$ cat config.mk
export PLATFORM = sky130hd
export DESIGN_NAME = biou_front
export DESIGN_NICKNAME = d
export VERILOG_FILES = /design/src/rtl/core/box_intersection_over_union_unit_defines.svh /design/src/rtl/core/biou_pkg.sv /design/src/rtl/core/biou_front.sv
export SDC_FILE = /design/constraint.sdc
export NUM_CORES = 2
export LEC_CHECK = 0
export BUFFER_PORTS_ARGS = -buffer_cell sky130_fd_sc_hd__clkbuf_2
export CAP_MARGIN = 0
export CORE_MARGIN = 3
export CORE_UTILIZATION = 58
export DETAILED_ROUTE_END_ITERATION = 10
export PLACE_DENSITY_LB_ADDON = 0.12
export SLEW_MARGIN = 25
export SYNTH_ARGS = -nofsm -noshare
export SYNTH_HDL_FRONTEND = slang
export SYNTH_SLANG_ARGS = --single-unit
$ cat constraint.sdc
create_clock -name clock -period 15.6 [get_ports clock]
set_input_delay 1.56 -clock clock [delete_from_list [all_inputs] [get_ports clock]]
set_output_delay 1.56 -clock clock [all_outputs]
set_load 0.1 [all_outputs]
$ cat src/rtl/core/box_intersection_over_union_unit_defines.svh
// ----------------------------------------------------------------------------
// Box IoU assertion macros
// Shared concurrent-check templates, sampled on clock and idle in reset.
// ----------------------------------------------------------------------------
`ifndef BOX_INTERSECTION_OVER_UNION_UNIT_DEFINES_SVH
`define BOX_INTERSECTION_OVER_UNION_UNIT_DEFINES_SVH

// same-cycle implication
`define BIOU_ASSERT_IMP(label, ante, cons) \
   label: assert property (@(posedge clock) disable iff (reset) (ante) |-> (cons)) \
      else $error("box iou check failed");

// implication after a fixed number of cycles
`define BIOU_ASSERT_DELAY(label, ante, n, cons) \
   label: assert property (@(posedge clock) disable iff (reset) (ante) |-> ##n (cons)) \
      else $error("box iou latency check failed");

`endif

$ cat src/rtl/core/biou_pkg.sv
// ----------------------------------------------------------------------------
// Box IoU package
// Widths, request and response payloads and the divider cell state.
// ----------------------------------------------------------------------------
package biou_pkg;

   localparam int COORD_WIDTH  = 16;
   localparam int RATIO_WIDTH  = 16;
   localparam int DIFF_WIDTH   = COORD_WIDTH + 1;
   localparam int PROD_WIDTH   = 2 * DIFF_WIDTH;
   localparam int INTER_WIDTH  = 2 * COORD_WIDTH;
   localparam int UNION_WIDTH  = PROD_WIDTH + 2;
   localparam int DIV_WIDTH    = UNION_WIDTH - 1;
   localparam int FRONT_STAGES = 3;
   localparam int LATENCY      = FRONT_STAGES + RATIO_WIDTH + 1;

   typedef struct packed {
      logic signed [COORD_WIDTH-1:0] box_a_left;
      logic signed [COORD_WIDTH-1:0] box_a_top;
      logic signed [COORD_WIDTH-1:0] box_a_right;
      logic signed [COORD_WIDTH-1:0] box_a_bottom;
      logic signed [COORD_WIDTH-1:0] box_b_left;
      logic signed [COORD_WIDTH-1:0] box_b_top;
      logic signed [COORD_WIDTH-1:0] box_b_right;
      logic signed [COORD_WIDTH-1:0] box_b_bottom;
   } req_type;

   typedef struct packed {
      logic [RATIO_WIDTH-1:0] overlap_ratio;
      logic                   empty_union;
   } rsp_type;

   typedef struct packed {
      logic [DIV_WIDTH-1:0]   rem;
      logic [DIV_WIDTH-1:0]   divisor;
      logic [RATIO_WIDTH-1:0] quot;
      logic                   empty;
      logic                   sat;
   } div_state_type;

endpackage

$ cat src/rtl/core/biou_front.sv
// ----------------------------------------------------------------------------
// Box IoU front end
// Three stages: edge differences, area products, union and ratio flags.
// ----------------------------------------------------------------------------
module biou_front (
   input  logic                    clock,
   input  logic                    reset,
   input  logic                    in_valid,
   input  biou_pkg::req_type       in_req,
   output logic                    out_valid,
   output biou_pkg::div_state_type out_state
);
   import biou_pkg::*;

   logic                          v1_ff, v2_ff, v3_ff;
   logic        [COORD_WIDTH-1:0] iw_ff, ih_ff, iw_in, ih_in;
   logic signed [DIFF_WIDTH-1:0]  wa_ff, ha_ff, wb_ff, hb_ff;
   logic signed [DIFF_WIDTH-1:0]  wa_in, ha_in, wb_in, hb_in;
   logic signed [COORD_WIDTH-1:0] x1, x2, y1, y2;
   logic signed [DIFF_WIDTH-1:0]  iw_full, ih_full;
   logic        [INTER_WIDTH-1:0] inter_ff, inter_in;
   logic signed [PROD_WIDTH-1:0]  area_a_ff, area_b_ff, area_a_in, area_b_in;
   logic signed [UNION_WIDTH-1:0] inter_ext, uni;
   div_state_type                 state_ff, state_in;

   // stage 1: overlap extents and box sides
   always_comb begin
      x1 = (in_req.box_a_left > in_req.box_b_left) ? in_req.box_a_left : in_req.box_b_left;
      x2 = (in_req.box_a_right < in_req.box_b_right) ? in_req.box_a_right
                                                     : in_req.box_b_right;
      y1 = (in_req.box_a_top < in_req.box_b_top) ? in_req.box_a_top : in_req.box_b_top;
      y2 = (in_req.box_a_bottom > in_req.box_b_bottom) ? in_req.box_a_bottom
                                                       : in_req.box_b_bottom;
      iw_full = DIFF_WIDTH'(x2) - DIFF_WIDTH'(x1);
      ih_full = DIFF_WIDTH'(y1) - DIFF_WIDTH'(y2);
      // clamp empty overlap at zero
      iw_in = (!iw_full[DIFF_WIDTH-1] && iw_full != '0) ? iw_full[COORD_WIDTH-1:0] : '0;
      ih_in = (!ih_full[DIFF_WIDTH-1] && ih_full != '0) ? ih_full[COORD_WIDTH-1:0] : '0;
      wa_in = DIFF_WIDTH'(in_req.box_a_right) - DIFF_WIDTH'(in_req.box_a_left);
      ha_in = DIFF_WIDTH'(in_req.box_a_top)   - DIFF_WIDTH'(in_req.box_a_bottom);
      wb_in = DIFF_WIDTH'(in_req.box_b_right) - DIFF_WIDTH'(in_req.box_b_left);
      hb_in = DIFF_WIDTH'(in_req.box_b_top)   - DIFF_WIDTH'(in_req.box_b_bottom);
   end

   // stage 2: three products
   always_comb begin
      inter_in  = INTER_WIDTH'(iw_ff) * INTER_WIDTH'(ih_ff);
      area_a_in = PROD_WIDTH'(wa_ff) * PROD_WIDTH'(ha_ff);
      area_b_in = PROD_WIDTH'(wb_ff) * PROD_WIDTH'(hb_ff);
   end

   // stage 3: union, empty and saturation flags, divider seed
   always_comb begin
      inter_ext        = signed'(UNION_WIDTH'(inter_ff));
      uni              = UNION_WIDTH'(area_a_ff) + UNION_WIDTH'(area_b_ff) - inter_ext;
      state_in.empty   = uni[UNION_WIDTH-1] || (uni == '0);
      state_in.sat     = (inter_ext >= uni);
      state_in.rem     = DIV_WIDTH'(inter_ff);
      state_in.divisor = uni[DIV_WIDTH-1:0];
      state_in.quot    = '0;
   end

   always_ff @(posedge clock) begin
      if (reset) begin
         v1_ff <= 1'b0;
         v2_ff <= 1'b0;
         v3_ff <= 1'b0;
      end else begin
         v1_ff <= in_valid;
         v2_ff <= v1_ff;
         v3_ff <= v2_ff;
      end
      iw_ff     <= iw_in;
      ih_ff     <= ih_in;
      wa_ff     <= wa_in;
      ha_ff     <= ha_in;
      wb_ff     <= wb_in;
      hb_ff     <= hb_in;
      inter_ff  <= inter_in;
      area_a_ff <= area_a_in;
      area_b_ff <= area_b_in;
      state_ff  <= state_in;
   end

   assign out_valid = v3_ff;
   assign out_state = state_ff;

endmodule

==> impl_metrics.tcl <==
set metrics [dict create \
    wl_per_cell_um 19.8 \
    synth-edff-count 0 \
    drv_slew 0 \
    antenna_found_initial 6 \
    drt_wl_total_mm 124 \
    die_w_um 288 \
    start_util 0.590 \
    drc 0 \
    worstSetupEndpointType "register" \
    synth_top_cells_by_area "fa_1 36%, ha_1 14%, dfxtp_1 12%" \
    root_buffer "clkbuf_16" \
    synth-compound-area-share 0.0863 \
    core-area_mm2 0.0782 \
    grt_pass1_wl_mm 201 \
    yosysTopAreaCell "fa_1" \
    rsz0062_at_grt "false" \
    routabilityCongestion 0.968 \
    antenna_left 0 \
    fin_tns_setup_ns 0 \
    die-area_mm2 0.0831 \
    grt_max_degree 35 \
    final_cells 6283 \
    critPathMostFrequentCell "fa_1" \
    yosysMostFrequentCell "inv_1" \
    synth.distinct_cells 75 \
    dr.pass1.iters 7 \
    nNetsFinal 6674 \
    timing.slew.headroom 0.342 \
    worst_pin_slew_ns 0.986 \
    layout_min_cycle_time_ns 7.09 \
    synthAdderAreaFrac 0.493 \
    syn_area_mm2 0.0462 \
    vias 34900 \
    path_max_fanout 16 \
    placed_cells 6221 \
    finalHoldViolCount 0 \
    max_freq_ghz 0.141 \
    synth_xor_area_frac 0.0335 \
    cp.arrival_ns 7.56 \
    clk_pin_slew_ns 0.06 \
    clock_skew_ns 0.0375 \
    ios 220 \
    path_class "reg -> reg" \
    dp_hpwl_mm 104 \
    yosysSeqAreaShare 0.118 \
    cts_resized 0 \
    muxShareOfSynthArea 0.0152 \
    final-setup-viol-count 0 \
    synth.top_cell.area_share 0.357 \
    die_h_um 288 \
    status "completed" \
    async_reset_ff_frac 0 \
    vias_per_cell 5.55 \
    cts_hold_buf 0 \
    io_buffers 200 \
    critPathMaxStageDelay_ns 0.95 \
    hold_class "reg -> reg" \
    clock_latency_ns 0.57 \
    cap_violations 0 \
    synth_area_per_cell_um2 9.06 \
    syn_to_final_growth_pct 6.62 \
    htreeDepth 2 \
    synth.ff_latch_count 272 \
    grt_util_all_layers 0.314 \
    synthTopCellsByCount "1147 x inv_1, 824 x fa_1, 502 x ha_1" \
    worstPathRequired_ns 16.07 \
    num_rows 102 \
    startpoint_type "register" \
    synth_simple_gate_area_share 0.147 \
    grt_pass1_vias 37200 \
    min_period_over_period 0.454 \
    cpMaxStageDelayCell "dfxtp_1" \
    postSynthCellCount 5099 \
    yosysWarnings 0 \
    cts_tree "built" \
    first_iter_violations 1921 \
    synthFlopType "dfxtp_1" \
    gr-total-overflow 0 \
    numCtsBuffers 34 \
    cts_buffer_depth 3 \
    synth_top_family_by_area "adder cells" \
    drive_gt1_frac 0.0597 \
    crit_chain "nand2_1 -> fa_1 -> fa_1 -> fa_1 -> inv_1 -> fa_1 -> fa_1 -> inv_1 -> fa_1 -> inv_1 -> ha_1 -> and3_1 -> a22oi_1 -> nand2_1 -> or3_1 -> o21ai_1 -> a211oi_1 -> or4_1 -> a31o_2 -> a21oi_1 -> xnor2_1" \
    post-cts-setup-buffer-count 0 \
    fillers 6857 \
    cts.sinks 272 \
]
-- cell usage in the layout (no fill, tap or decap), types with 37 or more instances in the layout --
master | Yosys | routed
inv_1 | 1147 | 1147
fa_1 | 824 | 824
ha_1 | 502 | 501
nand2_1 | 494 | 494
and2_1 | 420 | 420
dfxtp_1 | 272 | 272
clkbuf_2 | 0 | 200
a21oi_1 | 163 | 163
nor2_1 | 163 | 161
xnor2_1 | 128 | 128
o21ai_0 | 102 | 101
a21o_1 | 79 | 79
nor3_1 | 57 | 57
nand3_1 | 52 | 52
mux2i_1 | 52 | 52
xor2_1 | 47 | 47
nand2b_1 | 41 | 41
nor2b_1 | 37 | 37
-- critical path, delay by kind of cell, from the launching register on --
kind	cells	cell delay, ns
fa+ha+maj	7	3.30
simple gates	5	1.41
compound gates	5	1.04
flops	1	0.95
buf+inv	3	0.14
xor+xnor	1	0.13
-- sequential cells by signal, summed over array words and instances (netlist names) --
signal and cells:
hb_ff 17, iw_ff 16, wb_ff 17, ha_ff 17, out_state 69, v2_ff 1
out_valid 1, area_a_ff 34, area_b_ff 34, ih_ff 16, inter_ff 32, v1_ff 1
wa_ff 17
-- stage by stage --
step | setup slack (ns) | hold WS [ns] | area, µm² | util
after CTS | 8.55 | 0.380 | 49200 | 0.629
after global placement | 7.99 | 0.365 | 48000 | 0.614
after floorplan | 9.08 | 0.355 | 46300 | -
final | 8.51 | 0.378 | 49200 | 0.630
after detailed placement | 7.95 | 0.369 | 48000 | 0.614
after global routing | 8.14 | 0.389 | 49200 | 0.630
-- kinds of logic (layout without fill, tap and decap cells) --
| kind of cell | after synthesis | in the layout |
|---|---|---|
| xor+xnor | 176 | 176 |
| simple gates | 1365 | 1365 |
| buf+inv | 1297 | 1422 |
| other cells | 1 | 20 |
| flops | 272 | 272 |
| fa+ha+maj | 1326 | 1326 |
| compound gates | 594 | 594 |
| mux | 68 | 68 |
-- layer usage --
layer | GRT usage | vias up | wire, µm
met5 | 0 | - | 0
met3 | 0.0494 | 278 | 8340
met2 | 0.526 | 1155 | 58600
li1 | - | 16000 | -
met4 | 0.142 | 0 | 6440
met1 | 0.404 | 17500 | 50900
-- area by class of cell --
class | count | area [µm²] | area share
Antenna cell | 1 | 2.50 | 0.0000508
Tap cell | 1040 | 1300 | 0.0264
Clock buffer | 44 | 960 | 0.0195
Timing Repair Buffer | 214 | 1110 | 0.0225
Inverter | 1147 | 4310 | 0.0874
Multi-Input combinational cell | 3548 | 35900 | 0.729
Clock inverter | 17 | 243 | 0.00493
Sequential cell | 272 | 5450 | 0.111
-- final timing paths --
| check | start | endpoint | slack [ns] | depth (start not counted) |
|---|---|---|---|---|
| worst max-delay path | iw_ff[10] | inter_ff[30] | 8.51 | 21 |
| worst min-delay path | inter_ff[0] | out_state[53] | 0.38 | 0 |
| worst max register to register | iw_ff[10] | inter_ff[30] | 8.51 | 21 |
| worst min register to register | inter_ff[0] | out_state[53] | 0.38 | 0 |
Power is not shown: default switching activity piles up to over one toggle a cycle in this logic, so the estimate is an artifact.
