<file path="src/rtl/core/box_intersection_over_union_unit_defines.svh">
// ----------------------------------------------------------------------------
// Box IoU assertion macros
// Shared concurrent-check templates, sampled on clock and idle in reset.
// ----------------------------------------------------------------------------
`ifndef BOX_INTERSECTION_OVER_UNION_UNIT_DEFINES_SVH
`define BOX_INTERSECTION_OVER_UNION_UNIT_DEFINES_SVH

// same-cycle implication
`define BIOU_ASSERT_IMP(label, ante, cons) \
   label: assert property (@(posedge clock) disable iff (reset) (ante) |-> (cons)) \
      else $error("box iou check failed");

// implication after a fixed number of cycles
`define BIOU_ASSERT_DELAY(label, ante, n, cons) \
   label: assert property (@(posedge clock) disable iff (reset) (ante) |-> ##n (cons)) \
      else $error("box iou latency check failed");

`endif

</file>
<file path="src/rtl/core/biou_pkg.sv">
// ----------------------------------------------------------------------------
// Box IoU package
// Widths, request and response payloads and the divider cell state.
// ----------------------------------------------------------------------------
package biou_pkg;

   localparam int COORD_WIDTH  = 16;
   localparam int RATIO_WIDTH  = 16;
   localparam int DIFF_WIDTH   = COORD_WIDTH + 1;
   localparam int PROD_WIDTH   = 2 * DIFF_WIDTH;
   localparam int INTER_WIDTH  = 2 * COORD_WIDTH;
   localparam int UNION_WIDTH  = PROD_WIDTH + 2;
   localparam int DIV_WIDTH    = UNION_WIDTH - 1;
   localparam int FRONT_STAGES = 3;
   localparam int LATENCY      = FRONT_STAGES + RATIO_WIDTH + 1;

   typedef struct packed {
      logic signed [COORD_WIDTH-1:0] box_a_left;
      logic signed [COORD_WIDTH-1:0] box_a_top;
      logic signed [COORD_WIDTH-1:0] box_a_right;
      logic signed [COORD_WIDTH-1:0] box_a_bottom;
      logic signed [COORD_WIDTH-1:0] box_b_left;
      logic signed [COORD_WIDTH-1:0] box_b_top;
      logic signed [COORD_WIDTH-1:0] box_b_right;
      logic signed [COORD_WIDTH-1:0] box_b_bottom;
   } req_type;

   typedef struct packed {
      logic [RATIO_WIDTH-1:0] overlap_ratio;
      logic                   empty_union;
   } rsp_type;

   typedef struct packed {
      logic [DIV_WIDTH-1:0]   rem;
      logic [DIV_WIDTH-1:0]   divisor;
      logic [RATIO_WIDTH-1:0] quot;
      logic                   empty;
      logic                   sat;
   } div_state_type;

endpackage

</file>
<file path="src/rtl/core/biou_div_cell.sv">
// ----------------------------------------------------------------------------
// Box IoU divider cell
// One restoring-division step: shift the partial remainder, subtract, emit a bit.
// ----------------------------------------------------------------------------
module biou_div_cell (
   input  logic                    clock,
   input  logic                    reset,
   input  logic                    in_valid,
   input  biou_pkg::div_state_type in_state,
   output logic                    out_valid,
   output biou_pkg::div_state_type out_state
);
   import biou_pkg::*;

   logic                 valid_ff;
   div_state_type        state_ff, state_in;
   logic [DIV_WIDTH:0]   shifted, diff;
   logic                 ge;

   always_comb begin
      shifted  = {in_state.rem, 1'b0};
      diff     = shifted - {1'b0, in_state.divisor};
      ge       = (shifted >= {1'b0, in_state.divisor});
      state_in = in_state;
      state_in.rem  = ge ? diff[DIV_WIDTH-1:0] : shifted[DIV_WIDTH-1:0];
      state_in.quot = {in_state.quot[RATIO_WIDTH-2:0], ge};
   end

   always_ff @(posedge clock) begin
      if (reset) begin
         valid_ff <= 1'b0;
      end else begin
         valid_ff <= in_valid;
      end
      state_ff <= state_in;
   end

   assign out_valid = valid_ff;
   assign out_state = state_ff;

endmodule

</file>
<file path="config.mk">
export PLATFORM = sky130hd
export DESIGN_NAME = biou_div_cell
export DESIGN_NICKNAME = d
export VERILOG_FILES = /design/src/rtl/core/box_intersection_over_union_unit_defines.svh /design/src/rtl/core/biou_pkg.sv /design/src/rtl/core/biou_div_cell.sv
export SDC_FILE = /design/constraint.sdc
export NUM_CORES = 1
export LEC_CHECK = 0
export CORE_AREA = 2 2 83 85
export CTS_CLUSTER_SIZE = 16
export DETAILED_ROUTE_END_ITERATION = 8
export DIE_AREA = 0 0 85 87
export DONT_BUFFER_PORTS = 1
export GPL_TIMING_DRIVEN = 0
export HOLD_SLACK_MARGIN = 0.1
export PLACE_DENSITY_LB_ADDON = 0.1
export SYNTH_ARGS = -nofsm -noshare
export SYNTH_HDL_FRONTEND = slang
export SYNTH_SLANG_ARGS = --single-unit
</file>
<file path="constraint.sdc">
create_clock -name clock -period 4.4 [get_ports clock]
set_input_delay 0.44 -clock clock [delete_from_list [all_inputs] [get_ports clock]]
set_output_delay 0.44 -clock clock [all_outputs]
set_load 0.05 [all_outputs]
</file>
==> impl_metrics.env, run 1 <==
export IMPL_cts_setup_buffers=0
export IMPL_final_area_um2=5060
export IMPL_start_kind="input port"
export IMPL_critical_path_depth=12
export IMPL_die_x_um=85
export IMPL_critical_path_max_stage_delay_ns=0.49
export IMPL_ys_types=47
export IMPL_tightest_slew_ns=0.714
export IMPL_crit_type="in2reg"
export IMPL_layout_drive_gt1_share=0.0599
export IMPL_synth_seq_cells=89
export IMPL_ys_flop_type="dfxtp_1"
export IMPL_grt_max_degree=18
export IMPL_gp_congestion=0.890
export IMPL_critPathTopFamily="compound AO/OA/AOI/OAI gates"
export IMPL_crit_required_ns=4.66
export IMPL_numPortBuffers=0
export IMPL_p_leak_uw=0.00232
export IMPL_place_area_um2=4350
export IMPL_start_util=0.647
export IMPL_htreeDepth=3
export IMPL_vdd_drop_max_mv=0.380
export IMPL_syn_area_per_cell_um2=8.80
export IMPL_period_needed_ns=2.75
export IMPL_yosysWarnings=0
export IMPL_cts_tree="built"
export IMPL_cts_root_buf="clkbuf_8"
export IMPL_synth_seq_area_share=0.419
export IMPL_synth_edff_count=0
export IMPL_synth_area_um2=4250
export IMPL_grt_pass1_vias=3488
export IMPL_hold_slack_ns=0.140
export IMPL_final_common_cell="dfxtp_1"
export IMPL_clk_path_buf_depth=2
export IMPL_p_per_area_nw_per_um2=436
export IMPL_worstSetupEndpointType="register"
export IMPL_outcome="finished, final reports clean"
export IMPL_finalCritPeriodShare=0.626
export IMPL_layout_nets=673
export IMPL_async_flop_share=0
export IMPL_startpoint="in_state[18]"
export IMPL_vias_per_cell=5.90
export IMPL_hp_class="in2reg"
export IMPL_numCtsBuffers=9
export IMPL_final_cell_mix="89 x dfxtp_1, 52 x dlygate4sd3_1, 48 x inv_1, 46 x a21oi_1, 40 x nor2_1"
export IMPL_syn_inst=483
export IMPL_maxCapViolations=0
export IMPL_cp_common_cell="buf_4"
export IMPL_drtPass1Iterations=5
export IMPL_path_buf_inv=3
export IMPL_route_detailed_drc=0
export IMPL_relSlewSlack=0.519
export IMPL_rsz0062_at_grt="no"
export IMPL_hpwl_mm=7.55
export IMPL_coreArea_um2=6570
export IMPL_synth_fp_nets=610
export IMPL_area_growth_pct=19.0
export IMPL_setup_viol=0
export IMPL_crit_slowest_cell="fa_1"
export IMPL_track_usage=0.273
export IMPL_dieArea_um2=7400
export IMPL_finalHoldViolCount=0
export IMPL_fmax_ghz=0.363
export IMPL_gr_total_overflow=0
export IMPL_finalSetupTns_ns=0
export IMPL_num_antenna_cells=0
export IMPL_pin_count=180
export IMPL_clkTransAtPathRegs_ns=0.09
export IMPL_path_max_fanout=10
export IMPL_crit_path_end="out_state[84]"
export IMPL_drtAntennaViolNets=0
export IMPL_finalMaxSlewViolations=0
export IMPL_grt_pass1_wl_mm=16.0
export IMPL_vias=3723
export IMPL_power_total_uw=2200
export IMPL_worstPathCellList="inv_1, fa_1, a211oi_1, o21bai_1, o21ai_1, a211o_1, a31oi_1, nor4_4, buf_4, buf_4, nand2_1, o31ai_1"
export IMPL_wl_per_cell_um=17.2
export IMPL_num_rows=30
export IMPL_cp_arrival_ns=3.01
export IMPL_antenna_found_initial=0
export IMPL_drt_total_wl_mm=10.8
export IMPL_drtIter0Drc=222
export IMPL_clock_sinks=89
export IMPL_die_y_um=87
[cells in the mapped netlist (3+ instances only)]
library cell,count,share of area
nor4_1,4,0.0059
a21o_1,17,0.030
a21boi_0,3,0.0053
a21oi_1,46,0.054
nor3_1,8,0.0094
nand2b_1,5,0.0074
o21ai_0,18,0.021
a211oi_1,6,0.011
nand3_1,11,0.013
o31ai_1,4,0.0071
o211ai_1,4,0.0071
inv_1,48,0.042
xor2_1,12,0.025
o21bai_1,8,0.014
xnor2_1,11,0.023
o21ai_1,12,0.014
a211o_1,3,0.0062
dfxtp_1,89,0.42
or3_1,3,0.0044
nand4_1,9,0.013
ha_1,35,0.10
a31oi_1,7,0.010
o21a_1,5,0.0088
nand2_1,38,0.034
and3_1,5,0.0074
buf_6,3,0.0079
nor2_1,40,0.035
buf_4,5,0.0088
nor2b_1,3,0.0044
[registers in the layout, summed over array words and instances (netlist names)]
name	flops
out_valid	1
out_state	88
[final cells by class]
class,instances,area [um2]
sequential,89,1780
timing repair buffer,52,520
clock inverter,7,61.3
clock buffer,9,124
multi-input combinational,335,2200
buffer,10,81.3
fill,463,1510
tap,80,100
inverter,49,184
[how the worst min path moves through the flow]
stage,start,endpoint,slack (ns),cells after the start
final,reset,out_valid,0.14,1
after global routing,reset,out_valid,0.12,1
after CTS,in_state[11],out_state[12],0.10,0
after detailed placement,in_state[0],out_state[0],0.47,0
after global placement,in_state[0],out_state[0],0.47,0
after floorplan,in_state[0],out_state[0],0.47,0
[what timing repair did]
item                                   4_1_cts  5_1_grt
resized for setup                            0        0
setup endpoints to repair                    0        0
endpoints found under the hold margin       34       18
hold buffers                                34       18
[kinds of logic after synthesis]
kind of cell,Yosys count,share of synthesized area
and+or+nand+nor,131,0.147
buffers and inverters,59,0.0624
adders and majority gates,36,0.108
xor gates and xnor gates,23,0.0474
AOI/OAI and AO/OA,144,0.214
muxes,1,0.00236
DFF,89,0.419
[metal layers]
metal  global-route usage  vias to the layer above  share of wire
li1                     -                     1812              -
met1                0.344                     1706           0.42
met2                0.450                      184           0.47
met3               0.0758                       21          0.088
met4               0.0952                        0          0.016
met5                    0                        -              0
[power breakdown]
group,total [uW],internal [uW],switching [uW]
Sequential,1260,899,365
Combinational,414,187,227
Clock,525,216,309
[through the flow]
stage          std cells   util  worst slack, ns
6_report             631  0.770             1.65
5_1_grt              631  0.770             1.52
4_1_cts              613  0.742             1.68
3_5_place_dp         563  0.662             1.33
3_3_place_gp         563  0.662             1.34
2_1_floorplan        483      -             1.78
No activity file was read; power rests on OpenSTA's default activity.
==> run 2, diff against run 1 <==
--- a/config.mk
+++ b/config.mk
@@ -5,10 +5,10 @@
 export SDC_FILE = /design/constraint.sdc
 export NUM_CORES = 1
 export LEC_CHECK = 0
-export CORE_AREA = 2 2 83 85
+export CORE_AREA = 2 2 90 92
 export CTS_CLUSTER_SIZE = 16
 export DETAILED_ROUTE_END_ITERATION = 8
-export DIE_AREA = 0 0 85 87
+export DIE_AREA = 0 0 92 94
 export DONT_BUFFER_PORTS = 1
 export GPL_TIMING_DRIVEN = 0
 export HOLD_SLACK_MARGIN = 0.1
==> constraint.sdc (replaced) <==
create_clock -name clock -period 2.3 [get_ports clock]
set_input_delay 0.23 -clock clock [delete_from_list [all_inputs] [get_ports clock]]
set_output_delay 0.23 -clock clock [all_outputs]
set_load 0.05 [all_outputs]
==> run 2 against run 1 <==
Compared with the run above:
- utilization is essentially flat
- combinational power grew 130%
- setup slack lost 1.6 ns
- sequential power grew 92%
- global-route usage is essentially flat
- first-iteration DRC count shrank 5.9%
- total power grew 110%
- critical path depth is the same
- final cell count grew 11%
- wire length grew 14%
- sequential share of layout area shrank 4.8 points
- via count grew 6.6%
- highest routed layer unchanged
==> impl_metrics.env, run 2 (synthesis results as in run 1) <==
export IMPL_outcome="finished, final reports clean"
export IMPL_finalHoldViolCount=0
export IMPL_grt_pass1_vias=3928
export IMPL_layout_nets=724
export IMPL_antenna_found_initial=0
export IMPL_dieArea_um2=8650
export IMPL_min_delay_start="in_state[53]"
export IMPL_grt_pass1_wl_mm=18.7
export IMPL_crit_type="in2reg"
export IMPL_tightest_slew_ns=0.680
export IMPL_fmax_ghz=0.439
export IMPL_final_area_um2=5860
export IMPL_grt_max_degree=16
export IMPL_hold_end="out_state[54]"
export IMPL_rsz0062_at_grt="yes"
export IMPL_clk_path_buf_depth=2
export IMPL_clockPowerShare=0.256
export IMPL_startpoint="in_state[19]"
export IMPL_power_total_uw=4550
export IMPL_period_needed_ns=2.28
export IMPL_p_switching_uw=1750
export IMPL_route_detailed_drc=0
export IMPL_hp_class="in2reg"
export IMPL_wl_per_cell_um=17.6
export IMPL_cp_arrival_ns=2.52
export IMPL_vdd_drop_max_mv=0.391
export IMPL_numCtsBuffers=9
export IMPL_die_x_um=92
export IMPL_whs_path_depth=3
export IMPL_drt_total_wl_mm=12.4
export IMPL_p_per_area_nw_per_um2=778
export IMPL_track_usage=0.273
export IMPL_gr_total_overflow=0
export IMPL_htreeDepth=3
export IMPL_relSlewSlack=0.542
export IMPL_hpwl_mm=8.06
export IMPL_drtPass1Iterations=6
export IMPL_area_growth_pct=37.8
export IMPL_path_max_fanout=8
export IMPL_worstSetupEndpointType="register"
export IMPL_final_cell_mix="89 x dlygate4sd3_1, 89 x dfxtp_1, 46 x inv_1, 43 x a21oi_1, 36 x nand2_1"
export IMPL_post_route_util=0.770
export IMPL_cts_root_buf="clkbuf_8"
export IMPL_num_rows=32
export IMPL_layoutNonFillerInstCount=703
export IMPL_num_antenna_cells=0
export IMPL_crit_required_ns=2.55
export IMPL_drtIter0Drc=209
export IMPL_start_kind="input port"
export IMPL_gp_congestion=0.898
export IMPL_coreArea_um2=7610
export IMPL_setup_viol=0
export IMPL_finalMaxSlewViolations=0
export IMPL_p_int_uw=2800
export IMPL_drtAntennaViolNets=0
export IMPL_post_place_cells=585
export IMPL_pin_count=180
export IMPL_die_y_um=94
export IMPL_clock_sinks=89
export IMPL_power_frac_comb=0.212
export IMPL_place_area_um2=4450
export IMPL_vias=3970
export IMPL_p_leak_uw=0.00260
export IMPL_largest_reg_flops=88
export IMPL_numPortBuffers=0
export IMPL_finalCritPeriodShare=0.990
export IMPL_start_util=0.559
export IMPL_clkTransAtPathRegs_ns=0.08
export IMPL_p_seq_frac=0.532
export IMPL_switching_share=0.384
export IMPL_layout_drive_gt1_share=0.133
export IMPL_vias_per_cell=5.65
export IMPL_cts_tree="built"
export IMPL_maxCapViolations=0
[run 2: worst max path at each step]
stage                     to  slack (ns)
2_1_floorplan  out_state[66]       -0.03
3_3_place_gp   out_state[84]       -0.50
3_5_place_dp   out_state[84]       -0.53
4_1_cts        out_state[84]       0.003
5_1_grt        out_state[86]       -0.06
6_report       out_state[66]        0.02
[run 2: through the flow]
stage | setup slack (ns) | setup TNS [ns] | hold WS (ns)
floorplan | -0.0346 | -0.0346 | 0.258
global placement | -0.498 | -13.93 | 0.258
detailed placement | -0.530 | -15.56 | 0.258
CTS | 0.00261 | 0 | 0.180
global route | -0.0602 | -0.672 | 0.185
finish | 0.0222 | 0 | 0.184
[run 2: what timing repair did]
| action | in CTS | in global routing |
|---|---|---|
| gates cloned | 0 | 3 |
| setup endpoints to repair | 34 | 35 |
| hold buffers | 89 | 0 |
| resized for setup | 3 | 39 |
| buffers inserted | 2 | 9 |
| pin swaps | 1 | 15 |
| hold endpoints to repair | 88 | 0 |
[run 2: power groups by stage]
| stage | combinational, uW | clock [uW] | sequential (uW) |
|---|---|---|---|
| 6_report | 964 | 1170 | 2420 |
| 5_1_grt | 1050 | 1250 | 2440 |
| 3_3_place_gp | 715 | 0 | 2460 |
| 2_1_floorplan | 588 | 0 | 2430 |
| 4_1_cts | 859 | 1190 | 2420 |
| 3_5_place_dp | 723 | 0 | 2460 |
[run 2: area by class of cell]
type	count	area (um2)
clock inverters	6	90.1
flip-flops and latches	89	1780
fillers	531	1750
repair buffers	103	1040
inverters	49	195
well taps	102	128
clock buffers	9	124
multi-input cells	335	2370
plain buffers	10	128
[run 2: per-layer routing]
metal,up-vias,share of wire,global-route usage
met3,29,0.078,0.0682
met4,0,0.019,0.0821
li1,1912,-,-
met2,195,0.49,0.479
met5,-,0,0
met1,1834,0.42,0.331
[run 2: critical path: stages]
cell and delay, ns:
clkinvlp_4 0.08, fa_2 0.41, a211oi_2 0.21, o21bai_2 0.15
o21ai_2 0.20, a211o_1 0.21, a31oi_4 0.12, nor4_4 0.29
buf_4 0.19, inv_4 0.08, buf_8 0.14, a31o_1 0.21
==> run 3, diff against run 2 <==
--- a/config.mk
+++ b/config.mk
@@ -5,10 +5,10 @@
 export SDC_FILE = /design/constraint.sdc
 export NUM_CORES = 1
 export LEC_CHECK = 0
-export CORE_AREA = 2 2 90 92
+export CORE_AREA = 2 2 83 85
 export CTS_CLUSTER_SIZE = 16
 export DETAILED_ROUTE_END_ITERATION = 8
-export DIE_AREA = 0 0 92 94
+export DIE_AREA = 0 0 85 87
 export DONT_BUFFER_PORTS = 1
 export GPL_TIMING_DRIVEN = 0
 export HOLD_SLACK_MARGIN = 0.1
==> constraint.sdc (replaced) <==
create_clock -name clock -period 2.78 [get_ports clock]
set_input_delay 0.278 -clock clock [delete_from_list [all_inputs] [get_ports clock]]
set_output_delay 0.278 -clock clock [all_outputs]
set_load 0.05 [all_outputs]
==> run 3 against run 2 <==
Compared with the run above:
- sequential share of layout area grew 2.9 points
- wire length decreased by 6.4%
- total power fell by 23%
- first-iteration DRC count is 0.48% higher
- cell area fell by 8.7%
- combinational power down 28%
- final cell count decreased by 6.1%
- critical path depth unchanged
- setup slack gained 0.17 ns
- clock-buffer cell count did not move
- critical path type unchanged
- critical endpoint is now out_state[84]
==> impl_metrics.env, run 3 (synthesis results as in run 1) <==
export IMPL_outcome="finished, final reports clean"
export IMPL_p_leak_uw=0.00245
export IMPL_whs_path_depth=2
export IMPL_p_switching_uw=1440
export IMPL_power_frac_comb=0.198
export IMPL_num_rows=30
export IMPL_crit_required_ns=3.04
export IMPL_start_kind="input port"
export IMPL_clk_path_buf_depth=2
export IMPL_rsz0062_at_grt="no"
export IMPL_drtAntennaViolNets=0
export IMPL_hpwl_mm=7.55
export IMPL_track_usage=0.310
export IMPL_path_max_fanout=10
export IMPL_largest_reg_flops=88
export IMPL_layout_nets=702
export IMPL_layout_drive_gt1_share=0.0569
export IMPL_final_area_um2=5350
export IMPL_finalCritPeriodShare=0.932
export IMPL_path_buf_inv=3
export IMPL_final_common_cell="dfxtp_1"
export IMPL_grt_max_degree=18
export IMPL_power_total_uw=3530
export IMPL_num_antenna_cells=0
export IMPL_crit_slowest_cell="fa_1"
export IMPL_grt_pass1_wl_mm=18.1
export IMPL_fmax_ghz=0.386
export IMPL_vias_per_cell=5.90
export IMPL_area_growth_pct=25.8
export IMPL_critPathTopFamily="compound AO/OA/AOI/OAI gates"
export IMPL_grt_pass1_vias=3871
export IMPL_numCtsBuffers=9
export IMPL_final_cell_mix="89 x dfxtp_1, 81 x dlygate4sd3_1, 48 x inv_1, 46 x a21oi_1, 40 x nor2_1"
export IMPL_switching_share=0.408
export IMPL_finalSetupTns_ns=0
export IMPL_htreeDepth=3
export IMPL_drtIter0Drc=210
export IMPL_hold_end="out_state[79]"
export IMPL_wl_per_cell_um=17.6
export IMPL_p_seq_frac=0.567
export IMPL_post_cts_resized=0
export IMPL_start_util=0.647
export IMPL_dieArea_um2=7400
export IMPL_die_y_um=87
export IMPL_cp_common_cell="buf_4"
export IMPL_drt_total_wl_mm=11.6
export IMPL_antenna_found_initial=0
export IMPL_gp_congestion=0.890
export IMPL_p_per_area_nw_per_um2=660
export IMPL_worstPathCellList="inv_1, fa_1, a211oi_1, o21bai_1, o21ai_1, a211o_1, a31oi_1, nor4_4, buf_4, buf_4, nand2_1, o31ai_1"
export IMPL_crit_type="in2reg"
export IMPL_finalMaxSlewViolations=0
export IMPL_numPortBuffers=0
export IMPL_finalHoldViolCount=0
export IMPL_gr_total_overflow=0
export IMPL_die_x_um=85
export IMPL_p_int_uw=2090
export IMPL_maxCapViolations=0
export IMPL_clock_sinks=89
export IMPL_relSlewSlack=0.599
export IMPL_setup_viol=0
export IMPL_cts_tree="built"
export IMPL_worstSetupEndpointType="register"
export IMPL_drtPass1Iterations=5
export IMPL_vias=3892
export IMPL_pin_count=180
export IMPL_cts_root_buf="clkbuf_8"
export IMPL_cp_arrival_ns=2.85
export IMPL_vdd_drop_max_mv=0.616
export IMPL_clockPowerShare=0.235
export IMPL_min_delay_start="in_state[78]"
export IMPL_place_area_um2=4350
export IMPL_clkTransAtPathRegs_ns=0.09
export IMPL_period_needed_ns=2.59
export IMPL_hp_class="in2reg"
export IMPL_critical_path_max_stage_delay_ns=0.49
export IMPL_coreArea_um2=6570
export IMPL_route_detailed_drc=0
export IMPL_tightest_slew_ns=0.596
==> run 3: changes by cell type in the layout (fill, tap and decap cells not counted), moves of 3 or more <==
cell / before / now
dlygate4sd3_1: 89 / 81
nor2_2: 5 / 0
a21oi_1: 43 / 46
nor2_1: 35 / 40
ha_4: 4 / 0
buf_4: 9 / 5
ha_1: 25 / 35
buf_8: 5 / 0
a21oi_2: 5 / 2
ha_2: 6 / 0
==> run 3: power by group through the flow <==
stage | Clock, uW | Combinational (uW) | Sequential [uW]
floorplan | 0 | 474 | 2010
global placement | 0 | 572 | 2030
detailed placement | 0 | 582 | 2030
CTS | 831 | 678 | 2000
global route | 888 | 770 | 2010
finish | 829 | 698 | 2000
==> run 3: per-stage QoR <==
stage / utilization / hold WS [ns] / worst slack [ns] / std cells
4_1_cts: 0.814 / 0.103 / 0.224 / 660
2_1_floorplan: - / 0.306 / 0.318 / 483
3_5_place_dp: 0.662 / 0.306 / -0.128 / 563
6_report: 0.814 / 0.108 / 0.188 / 660
5_1_grt: 0.814 / 0.101 / 0.0665 / 660
3_3_place_gp: 0.662 / 0.306 / -0.118 / 563
==> run 3: what timing repair did <==
item	CTS	global route
hold buffers	81	0
endpoints found under the setup margin	0	0
endpoints found under the hold margin	80	0
setup buffers	0	0
==> run 3: cell type report <==
class                           count  area, um2
Sequential cell                    89       1780
Clock buffer                        9        124
Buffer                             10       81.3
Fill cell                         410       1220
Timing Repair Buffer               81        811
Clock inverter                      7       61.3
Multi-Input combinational cell    335       2200
Inverter                           49        184
Tap cell                           80        100
==> run 3: worst max-delay path by stage <==
stage          slack (ns)         start  depth (start not counted)             to
6_report             0.19  in_state[18]                         12  out_state[84]
5_1_grt              0.07  in_state[18]                         12  out_state[84]
4_1_cts              0.22  in_state[18]                         12  out_state[84]
3_5_place_dp        -0.13  in_state[18]                         12  out_state[84]
3_3_place_gp        -0.12  in_state[18]                         12  out_state[84]
2_1_floorplan        0.32  in_state[18]                         11  out_state[66]
==> run 3: routing by layer <==
metal	track usage	share of wire	vias to the layer above
met1	0.371	0.40	1777
met2	0.538	0.48	219
met4	0.110	0.026	0
met3	0.0787	0.096	31
li1	-	-	1865
met5	0	0	-
